## src/rtl/core/gbc_pkg.sv

```systemverilog
// gbc_pkg: shared types and constants of the gamma-corrected blend cache.
// Sizes, word layouts, operation codes, FSM states and control structs.
// Depends on nothing; every other file imports it.
package gbc_pkg;

   // sizing
   localparam int SHADES           = 16;
   localparam int KEYS             = 256;
   localparam int GAMMA_EXTRA_BITS = 2;

   // fixed-point and color layout
   localparam int FRAC_BITS = 10;
   localparam int CHAN_W    = 8;
   localparam int LANES     = 3;
   localparam int COLOR_W   = 32;

   // ramps
   localparam int FWD_DEPTH = 256;
   localparam int FWD_AW    = 8;
   localparam int FWD_W     = CHAN_W + GAMMA_EXTRA_BITS;
   localparam int INV_DEPTH = 256 << GAMMA_EXTRA_BITS;
   localparam int INV_AW    = FWD_W;

   // per-channel step arithmetic: signed truncating divide by SHADES-1
   // done as a reciprocal multiply on the magnitude
   localparam int MAG_W      = FWD_W + FRAC_BITS;
   localparam int ACC_W      = MAG_W + 1;
   localparam int STEP_DIV   = SHADES - 1;
   localparam int STEP_LOG   = $clog2(STEP_DIV);
   localparam int STEP_SHIFT = MAG_W + STEP_LOG;
   localparam int RECIP_W    = MAG_W + 2;
   localparam int PROD_W     = MAG_W + RECIP_W;
   localparam logic [RECIP_W-1:0] STEP_RECIP =
      RECIP_W'(((64'd1 << STEP_SHIFT) + 64'(STEP_DIV - 1)) / 64'(STEP_DIV));

   // hash: (back ^ fore ^ mix) mod (KEYS-1), one byte per cycle
   localparam logic [31:0] HASH_MIX = 32'h5555_5555;
   localparam int SLOT_W     = $clog2(KEYS);
   localparam int HASH_MOD   = KEYS - 1;
   localparam int HASH_W     = 32;
   localparam int HASH_DIGIT = 8;
   localparam int HASH_STEPS = HASH_W / HASH_DIGIT;
   localparam int HCNT_W     = $clog2(HASH_STEPS + 1);

   // gradient store
   localparam int CELL_W  = $clog2(SHADES);
   localparam int CELLS   = KEYS * SHADES;
   localparam int CADDR_W = $clog2(CELLS);

   typedef enum logic [1:0] {
      OP_BLEND      = 2'd0,
      OP_FWD_WR     = 2'd1,
      OP_INV_WR     = 2'd2,
      OP_INVALIDATE = 2'd3
   } gbc_op_type;

   typedef enum logic [2:0] {
      ST_IDLE,
      ST_HASH,
      ST_PROBE,
      ST_CHECK,
      ST_FILL,
      ST_DRAIN,
      ST_READ,
      ST_RESP
   } gbc_state_type;

   typedef struct packed {
      logic [1:0]  op;
      logic [9:0]  table_index;
      logic [9:0]  table_value;
      logic [31:0] background;
      logic [31:0] foreground;
      logic [3:0]  shade;
   } gbc_req_type;

   typedef struct packed {
      logic [31:0] color;
      logic        hit;
   } gbc_rsp_type;

   typedef struct packed {
      logic              fwd_en;
      logic [FWD_AW-1:0] fwd_addr;
      logic [FWD_W-1:0]  fwd_data;
      logic              inv_en;
      logic [INV_AW-1:0] inv_addr;
      logic [CHAN_W-1:0] inv_data;
   } gbc_ramp_wr_type;

   typedef struct packed {
      logic load;
      logic adv;
   } gbc_lane_ctl_type;

   typedef struct packed {
      logic               wr_en;
      logic               wr_back;
      logic [CADDR_W-1:0] wr_addr;
      logic               rd_en;
      logic [CADDR_W-1:0] rd_addr;
   } gbc_cell_ctl_type;

endpackage

```

## src/rtl/core/gbc_hash.sv

```systemverilog
// gbc_hash: iterative slot hash, (key word) mod (KEYS-1), one byte per cycle.
// Restoring reduction MSB first.
// Depends on gbc_pkg.
module gbc_hash (
   input  logic                       clock,
   input  logic                       reset,
   input  logic                       load,
   input  logic [31:0]                key_word,
   output logic [gbc_pkg::SLOT_W-1:0] slot,
   output logic                       last
);
   import gbc_pkg::*;

   logic [HASH_W-1:0] x_ff, x_in;
   logic [SLOT_W-1:0] rem_ff, rem_in;
   logic [HCNT_W-1:0] cnt_ff, cnt_in;

   always_comb begin
      logic [SLOT_W:0] r;
      r = {1'b0, rem_ff};
      for (int i = 0; i < HASH_DIGIT; i++) begin
         r = {r[SLOT_W-1:0], x_ff[HASH_W-1-i]};
         if (r >= (SLOT_W+1)'(HASH_MOD)) begin
            r = r - (SLOT_W+1)'(HASH_MOD);
         end
      end
      x_in   = x_ff;
      rem_in = rem_ff;
      cnt_in = cnt_ff;
      if (load) begin
         x_in   = key_word;
         rem_in = '0;
         cnt_in = HCNT_W'(HASH_STEPS);
      end else if (cnt_ff != '0) begin
         x_in   = x_ff << HASH_DIGIT;
         rem_in = r[SLOT_W-1:0];
         cnt_in = cnt_ff - HCNT_W'(1);
      end
   end

   always_ff @(posedge clock) begin
      if (reset) begin
         cnt_ff <= '0;
      end else begin
         cnt_ff <= cnt_in;
      end
   end

   always_ff @(posedge clock) begin
      x_ff   <= x_in;
      rem_ff <= rem_in;
   end

   assign slot = rem_ff;
   assign last = (cnt_ff == HCNT_W'(1));

endmodule

```

## config.mk

```make
export PLATFORM = sky130hd
export DESIGN_NAME = gbc_hash
export DESIGN_NICKNAME = d
export VERILOG_FILES = /design/src/rtl/core/gbc_pkg.sv /design/src/rtl/core/gbc_hash.sv
export SDC_FILE = /design/constraint.sdc
export NUM_CORES = 1
export LEC_CHECK = 0
export BUFFER_PORTS_ARGS = -buffer_cell sky130_fd_sc_hd__buf_2
export CAP_MARGIN = 20
export CORE_UTILIZATION = 30
export CTS_CLUSTER_SIZE = 10
export DETAILED_ROUTE_END_ITERATION = 8
export PLACE_DENSITY = 0.5
export REMOVE_ABC_BUFFERS = 1
export SYNTH_ARGS = -nofsm -noshare
export SYNTH_HDL_FRONTEND = slang
export SYNTH_SLANG_ARGS = --single-unit
```

## constraint.sdc

```tcl
create_clock -name clock -period 10.1 [get_ports clock]
set_clock_uncertainty 0.2 [all_clocks]
set_input_delay 2.02 -clock clock [delete_from_list [all_inputs] [get_ports clock]]
set_output_delay 2.02 -clock clock [all_outputs]
set_load 0.03 [all_outputs]
```

==> metrics.txt, run 1 <==
clk slew on worst S/H paths=0.06 ns; worst skew pair latency=0.28 ns; placed inst area=5650 µm²; worst setup path start=x_ff[31]; number of enable-type register cells in the synthesized netlist=32; PwrDens=332 nW/µm²; required time of the critical path=10.06 ns; Design Area, Final=5970 µm²; worst hold stages=2; CTS H-Tree Depth=2; Final Hold Vio Count=0; # port buffers=43; relative slew slack=51.3%; Die Wd=132 µm; GR Layer Usage met3=1.81%; dominant synthesized flop cell=edfxtp_1; clk sinks=43; P&R area growth vs syn=18.2%; CP dominant cell by count=nand2_1; Reg-to-Reg End=slot[1]; Setup CP Type=reg -> reg; WL/cell=15.9 µm; element type at the critical path start=register; Reg area=1180 µm²; Hold WC Path Type=reg -> reg; mapped cell area=5050 µm²; cell count after placement=850; maximum vdd drop=0.104 mV; gpl congestion=0.929; status=finished clean; Post-Syn Instances=582; post-synth cell types=104; Initial DRC Count=384; synthesized area per cell=8.68 µm²; Root Buffer=clkbuf_16; Async SR Flop Fraction=0%; CP Data Arrival Time=9.51 ns; Worst Reg-to-Reg Cells=44; register area share after synthesis=23.4%; gr ovfl total=0; first-pass GRT wire length=22,400 µm; Syn. warnings=0; share of layout cells above drive strength 1=28.6%; die area=17,400 µm²; FILL cells=1,638; Max-Cap Viols=0; vias post-DR=4,864; # rows=47; kind of cell adding the most delay to the critical path=compound AO/OA/AOI/OAI gates; fin util=36.1%; # setup viols final=0; Vias/cell=5.64; Place WS=-0.0793 ns; Slowest-stage cell, CP=or4_4; GR peak layer=met2; Period Utilization, post-route=94.5%; CTS Buffer Depth=2; Worst Setup End Kind=register; Max stage delay on crit path=0.48 ns; Final WS setup=0.551 ns; Yosys reg bits=43; setup tns final=0 ns; Fmax=105 MHz; Final Max Slew Viols=0; pin count of the biggest net entering global routing=40; # diodes=0; Final ANT Viol Nets=0; slew at the pin closest to its max-slew limit=0.730 ns; crit path to=slot[1]; met2 usage=26.4%; Period minus WS final=9.55 ns; drt pass-1 iters=4; Leak=2.17 nW; Core ar.=16,500 µm²; # hold bufs at CTS=0; register-to-register setup slack=0.55 ns; Final nets=688; total track usage=15.3%; vias in the first global route=4,611; CP Max Fanout=8; TritonCTS Buffers=5; Non-Filler Instances=863; Critical Path Stages=44; Residual DRC=0; DP Wirelength=10,600 µm; initial antenna violation count=0; die height=132 µm; reg2reg start=x_ff[31]; Initial Util=30.6%; CTS tree=yes; multi-input combinational cell area=3800 µm²; I/O pins=44; GR met1 Demand/Resource=20.1%; Buf/Inv on CP=3; total wire length=13,700 µm
## metrics by stage
step	total power, mW	hold WS, ns
floorplan	1.32	0.274
global placement	1.70	0.288
detailed placement	1.71	0.296
CTS	1.90	0.305
global route	2.15	0.327
finish	1.98	0.304
## worst min-delay path, delay by kind of cell (launching register included)
kind            cells  cell delay, ns
flops               1            0.31
compound gates      1            0.06
simple gates        1            0.09
## power by group
part           total, mW  internal, mW  switching (mW)
clock network      0.167        0.0988          0.0678
logic               1.57         0.612           0.954
registers          0.252         0.229          0.0226
total               1.98         0.940            1.04
## per-layer routing
layer	wire, µm	share of wire (%)	up-vias
met5	0	0	-
met4	218	1.6	0
met3	584	4.3	20
met2	6580	48	144
met1	6350	46	2306
li1	-	-	2394
## sequential cells by signal, indices dropped and copies added (netlist names)
register,flops
x_ff,32
slot,8
cnt_ff,3
## cell usage after synthesis, types with 11 or more instances
cell type | n | area [µm²]
ha_1 | 11 | 138
nor2_1 | 37 | 139
edfxtp_1 | 32 | 961
o21ai_0 | 30 | 150
nand3_1 | 19 | 95.1
mux2_2 | 30 | 338
a31oi_1 | 15 | 93.8
a21oi_1 | 21 | 105
buf_2 | 11 | 55.1
xnor2_1 | 14 | 123
clkbuf_1 | 13 | 48.8
nand2_1 | 43 | 161
o211ai_1 | 13 | 97.6
mux2i_1 | 17 | 170
and2_1 | 22 | 138
inv_1 | 12 | 45.0
dfxtp_1 | 11 | 220
nor3_1 | 18 | 90.1
## layout make-up
class	count	area share, %
inverter	12	0.754
clock buffer	6	2.33
multi-input combinational	497	63.6
sequential	43	19.8
clock inverter	2	0.272
tap	220	4.61
timing repair buffer	83	8.63
## layout by cell type (no fill, tap or decap), types with 6 or more instances in the layout
master	n
nand2_1	43
buf_2	43
buf_4	40
nor2_1	37
edfxtp_1	32
o21ai_0	30
mux2_2	30
and2_1	22
a21oi_1	21
nand3_1	19
nor3_1	16
a31oi_1	15
mux2i_1	15
o211ai_1	13
inv_1	12
xnor2_1	11
dfxtp_1	11
and3_1	10
or3_1	10
o21ai_1	8
nor2b_1	7
o21a_1	7
nand4_1	6
a21o_1	6
ha_1	6
## cells by family after synthesis
family	share of synthesized area (%)
flops	23.4
buf+inv	3.99
simple gates	23.9
fa+ha+maj	2.72
xor+xnor	3.79
mux	10.6
compound gates	31.6
## worst min path at each step
stage          startpoint         to  slack, ns
6_report        cnt_ff[1]  cnt_ff[1]       0.30
5_1_grt         cnt_ff[1]  cnt_ff[1]       0.33
4_1_cts         cnt_ff[1]  cnt_ff[1]       0.31
3_5_place_dp    cnt_ff[1]  cnt_ff[1]       0.30
3_3_place_gp    cnt_ff[1]  cnt_ff[1]       0.29
2_1_floorplan   cnt_ff[1]  cnt_ff[1]       0.27
## what timing repair did
item                                    4_1_cts  5_1_grt
endpoints found under the setup margin        3        8
gates resized for setup                       3       22
buffers inserted                              0        5
pin swaps                                     0        5
(Power assumes the default switching activity.)
==> run 2: changes to the inputs <==
- RECOVER_POWER: unset -> 50
==> run 2 against run 1 <==
Compared with the run above: the flow now finishes with violations (capacitance limit, slew limit); combinational power about the same; worst setup slack lost 0.0081 ns; clock power about the same; register-to-register slack is essentially flat; power hardly changed; via count increased by 0.10%; cell count did not move; cell area fell by 0.17%; maximum frequency barely moved; routed wire length hardly changed; die area unchanged; non-clock buffer count unchanged; critical path type unchanged; largest cell class unchanged.
==> metrics.txt, run 2 (synthesis gave the netlist of run 1 again) <==
# diodes=0 (unchanged); CTS H-Tree Depth=2 (unchanged); Max stage delay on crit path=0.48 ns (about the same); share of layout cells above drive strength 1=27.4% (-1.2 points); die area=17,400 µm² (unchanged); Hold WC Path Type=reg -> reg; Final Hold Vio Count=0 (unchanged); vias in the first global route=4,611 (unchanged); slew at the pin closest to its max-slew limit=1.74 ns (+1.01 ns); most frequent cells in the layout=nand2_1, buf_4, nor2_1; Leak=2.14 nW (-1.4%); required time of the critical path=10.06 ns (about the same); fin util=36.1% (-0.061 points); CP Data Arrival Time=9.52 ns (about the same); register-to-register setup slack=0.54 ns (about the same); initial antenna violation count=0 (unchanged); relative slew slack=-16.0% (-67 points); Place WS=-0.0793 ns (unchanged); Final ANT Viol Nets=0 (unchanged); CTS Buffer Depth=2 (unchanged); PwrDens=333 nW/µm² (+0.15%); # setup viols final=0 (unchanged); Design Area, Final=5960 µm² (-0.17%); WL/cell=15.9 µm (about the same); # rows=47 (unchanged); first-pass GRT wire length=22,400 µm (unchanged); element type at the critical path start=register; Fmax=105 MHz (about the same); worst skew pair latency=0.28 ns (about the same); Core ar.=16,500 µm² (unchanged); placed inst area=5650 µm² (unchanged); Worst Setup End Kind=register; commonest non-fill, non-tap cell in the layout=nand2_1; total track usage=15.3% (unchanged); # port buffers=43 (unchanged); Slowest-stage cell, CP=or4_4; DP Wirelength=10,600 µm (unchanged); total wire length=13,700 µm (about the same); die height=132 µm (unchanged); Vias/cell=5.64 (+0.10%); pin count of the biggest net entering global routing=40 (unchanged); Final nets=688 (unchanged); maximum vdd drop=0.103 mV (-0.48%); CP dominant cell by count=nand2_1; Die Wd=132 µm (unchanged); max reg flops=32 (unchanged); CP Max Fanout=8 (unchanged); CTS tree=yes; Pwr Total=1.98 mW (about the same); Setup CP Type=reg -> reg; I/O pins=44 (unchanged); Final WS setup=0.543 ns (-0.00806 ns); gpl congestion=0.929 (unchanged); P&R area growth vs syn=18.0%; Final Max Slew Viols=40 (+40); TritonCTS Buffers=5 (unchanged); Largest Register=x_ff; clk sinks=43 (unchanged); Period minus WS final=9.56 ns (+0.00806 ns); failing checks=capacitance limit, slew limit; clk slew on worst S/H paths=0.06 ns (about the same); Initial DRC Count=382 (-0.52%); Root Buffer=clkbuf_16; Initial Util=30.6% (unchanged); drt pass-1 iters=4 (unchanged); Period Utilization, post-route=94.6% (about the same); status=finished with violations; Residual DRC=0 (unchanged); vias post-DR=4,869 (+0.10%); gr ovfl total=0 (unchanged); Max-Cap Viols=1 (+1)
-- run 2: changes by cell type in the layout (fill, tap and decap cells not counted) --
| cell | change |
|---|---|
| and2_0 | +3 |
| and2_1 | -3 |
| buf_2 | -8 |
| clkbuf_1 | +8 |
-- run 2: final timing paths --
path | from | to | depth (start not counted)
setup / recovery | x_ff[31] | slot[1] | 44
hold / removal | cnt_ff[1] | cnt_ff[1] | 2
setup reg to reg | x_ff[31] | slot[1] | 44
hold reg to reg | cnt_ff[1] | cnt_ff[1] | 2
-- run 2: through the flow --
step | cells | hold slack (ns) | TNS (ns)
finish | 863 | 0.304 | 0
detailed placement | 850 | 0.296 | -0.0793
global placement | 850 | 0.288 | 0
global route | 863 | 0.327 | -0.0920
CTS | 858 | 0.305 | 0
floorplan | 552 | 0.274 | -3.49
-- run 2: layout make-up --
class	instances	area, µm²
fill	1643	10600
multi-input combinational	497	3800
timing repair buffer	83	505
tap	220	275
sequential	43	1180
clock buffer	6	139
inverter	12	45.0
clock inverter	2	16.3
-- run 2: where the power goes --
part	internal, mW	switching (mW)
Clock	0.0988	0.0677
Combinational	0.610	0.957
Sequential	0.229	0.0227
Total	0.937	1.05
-- run 2: critical path: cells and delay by family (launching register included) --
family / cells / cell delay, ns
AOI/OAI and AO/OA: 15 / 3.23
and+or+nand+nor: 13 / 2.22
DFF: 1 / 0.39
muxes: 2 / 0.62
xor gates and xnor gates: 5 / 0.93
adders and majority gates: 6 / 1.38
buffers and inverters: 3 / 0.42
-- run 2: per-layer routing --
metal	part of all wire, %	GRT usage (%)	vias up
li1	-	-	2394
met1	46	20.1	2300
met2	48	26.4	153
met3	4.3	1.81	22
met4	1.6	4.46	0
met5	0	0	-
-- run 2: timing repair --
action	in CTS	in global routing
hold buffers	0	0
resized for setup	3	22
setup endpoints to repair	3	8
cloned	0	0
pin swaps	0	5
setup buffers	0	5
==> run 3: changes to the inputs <==
- CORE_MARGIN: unset -> 2
- SETUP_SLACK_MARGIN: unset -> 0.2
==> run 3 against run 2 <==
Compared with the run above: largest cell class unchanged; the flow still finishes with violations (capacitance limit, slew limit); first-iteration DRC count decreased by 6.3%; sequential share of layout area fell by 0.12 points; largest power group unchanged; non-clock buffer count increased by 2; routed wire length down 0.50%.
==> metrics.txt, run 3 (synthesis gave the netlist of run 1 again) <==
gr ovfl total=0 (unchanged); Die Wd=134 µm (+1.5%); multi-input combinational cell area=3810 µm² (+0.13%); clk slew on worst S/H paths=0.06 ns (about the same); Reg area=1180 µm² (unchanged); fin util=36.3% (+0.22 points); worst hold stages=2 (unchanged); # port buffers=43 (unchanged); vias in the first global route=4,592 (-0.41%); Core ar.=16,500 µm² (unchanged); Initial Util=30.6% (unchanged); required time of the critical path=10.07 ns (about the same); reg2reg start=x_ff[31]; max reg flops=32 (unchanged); Final ANT Viol Nets=0 (unchanged); Fmax=106 MHz (+1.5%); initial antenna violation count=0 (unchanged); Initial DRC Count=358 (-6.3%); total wire length=13,700 µm (-0.50%); Residual DRC=0 (unchanged); pin count of the biggest net entering global routing=40 (unchanged); CTS H-Tree Depth=2 (unchanged); Largest Register=x_ff; gpl congestion=0.901 (-3.1%); slew at the pin closest to its max-slew limit=1.76 ns (+0.0204 ns); Period minus WS final=9.42 ns (-0.141 ns); Max-Cap Viols=1 (unchanged); CTS Buffer Depth=2 (unchanged); relative slew slack=-17.4% (-1.4 points); Final nets=690 (+0.29%); CP dominant cell by count=ha_2; CP Max Fanout=10 (+2); # rows=47 (unchanged); DP Wirelength=10,600 µm (-0.20%); Setup CP Type=reg -> reg; CTS tree=yes; Worst Setup End Kind=register; total track usage=14.9% (-0.40 points); Worst Reg-to-Reg Cells=44 (unchanged); I/O pins=44 (unchanged); drt pass-1 iters=5 (+1); # diodes=0 (unchanged); FILL cells=1,666 (+1.4%); worst setup path start=x_ff[31]; Period Utilization, post-route=93.2% (-1.4 points); RSZ-0062 raised after global routing=false; WL/cell=15.8 µm (-0.73%); failing checks=capacitance limit, slew limit; TritonCTS Buffers=5 (unchanged); register-to-register setup slack=0.68 ns (+0.14 ns); Root Buffer=clkbuf_16; status=finished with violations; vias post-DR=4,893 (+0.49%); Leak=2.15 nW (+0.74%); commonest non-fill, non-tap cell in the layout=nand2_1; die height=134 µm (+1.5%); # hold bufs at CTS=0 (unchanged); first-pass GRT wire length=22,600 µm (+0.62%); Min Hold Slack=0.306 ns (+0.00258 ns); Slowest-stage cell, CP=or4_4; maximum vdd drop=0.114 mV (+11%); # setup viols final=0 (unchanged); most frequent cells in the layout=nand2_1, buf_4, nor2_1; Worst Min Path Start=cnt_ff[1]; PwrDens=334 nW/µm² (+0.46%); element type at the critical path start=register; Hold WC Path Type=reg -> reg; Vias/cell=5.66 (+0.26%); Final Max Slew Viols=40 (unchanged); worst skew pair latency=0.28 ns (about the same); share of layout cells above drive strength 1=28.1% (+0.69 points); Max stage delay on crit path=0.48 ns (about the same); clk sinks=43 (unchanged); P&R area growth vs syn=18.7%; Final Hold Vio Count=0 (unchanged); CP Data Arrival Time=9.39 ns (-0.13 ns); die area=17,900 µm² (+3.1%)
-- run 3: per-layer routing --
layer  GRT usage (%)  share of wire, %  wire (µm)
met4            2.01              0.71         97
met2            25.5                48       6600
met5               0                 0          0
met1            20.7                46       6350
met3            1.97               4.6        629
-- run 3: report_power, final --
group          switching, mW  internal, mW  leakage, nW
Sequential            0.0223         0.229        0.424
Clock                 0.0679         0.117       0.0818
Combinational          0.955         0.614         1.65
-- run 3: stage by stage --
stage | cell area (µm²) | worst slack [ns] | setup TNS, ns | power, mW | std cells
after floorplan | 4900 | -0.716 | -3.49 | 1.32 | 552
after global placement | 5650 | 0.386 | 0 | 1.71 | 850
after detailed placement | 5650 | 0.159 | 0 | 1.72 | 850
after CTS | 5820 | 0.230 | 0 | 1.91 | 858
after global routing | 6000 | 0.152 | 0 | 2.16 | 865
final | 6000 | 0.683 | 0 | 2.01 | 865
-- run 3: area by class of cell --
type	count	share of cell area, %
inverter	12	0.751
clock inverter	3	0.709
timing repair buffer	85	8.74
multi-input combinational	497	63.4
tap	220	4.59
clock buffer	5	2.09
sequential	43	19.7
-- run 3: path summary, 6_finish.rpt --
| kind | endpoint |
|---|---|
| setup / recovery | slot[1] |
| hold / removal | cnt_ff[1] |
| setup reg to reg | slot[1] |
| hold reg to reg | cnt_ff[1] |
-- run 3: worst max-delay path: cells and delay by family, from the launching register on --
kind / cells / cell delay [ns]
AOI/OAI and AO/OA: 17 / 3.26
and+or+nand+nor: 11 / 2.29
adders and majority gates: 6 / 1.38
xor gates and xnor gates: 6 / 1.11
buffers and inverters: 3 / 0.42
DFF: 1 / 0.40
muxes: 1 / 0.21
-- run 3: timing repair --
item,in CTS,in global routing
pin swaps,0,6
setup endpoints to repair,1,8
resized for setup,1,28
gates cloned,0,0
setup buffers,0,7
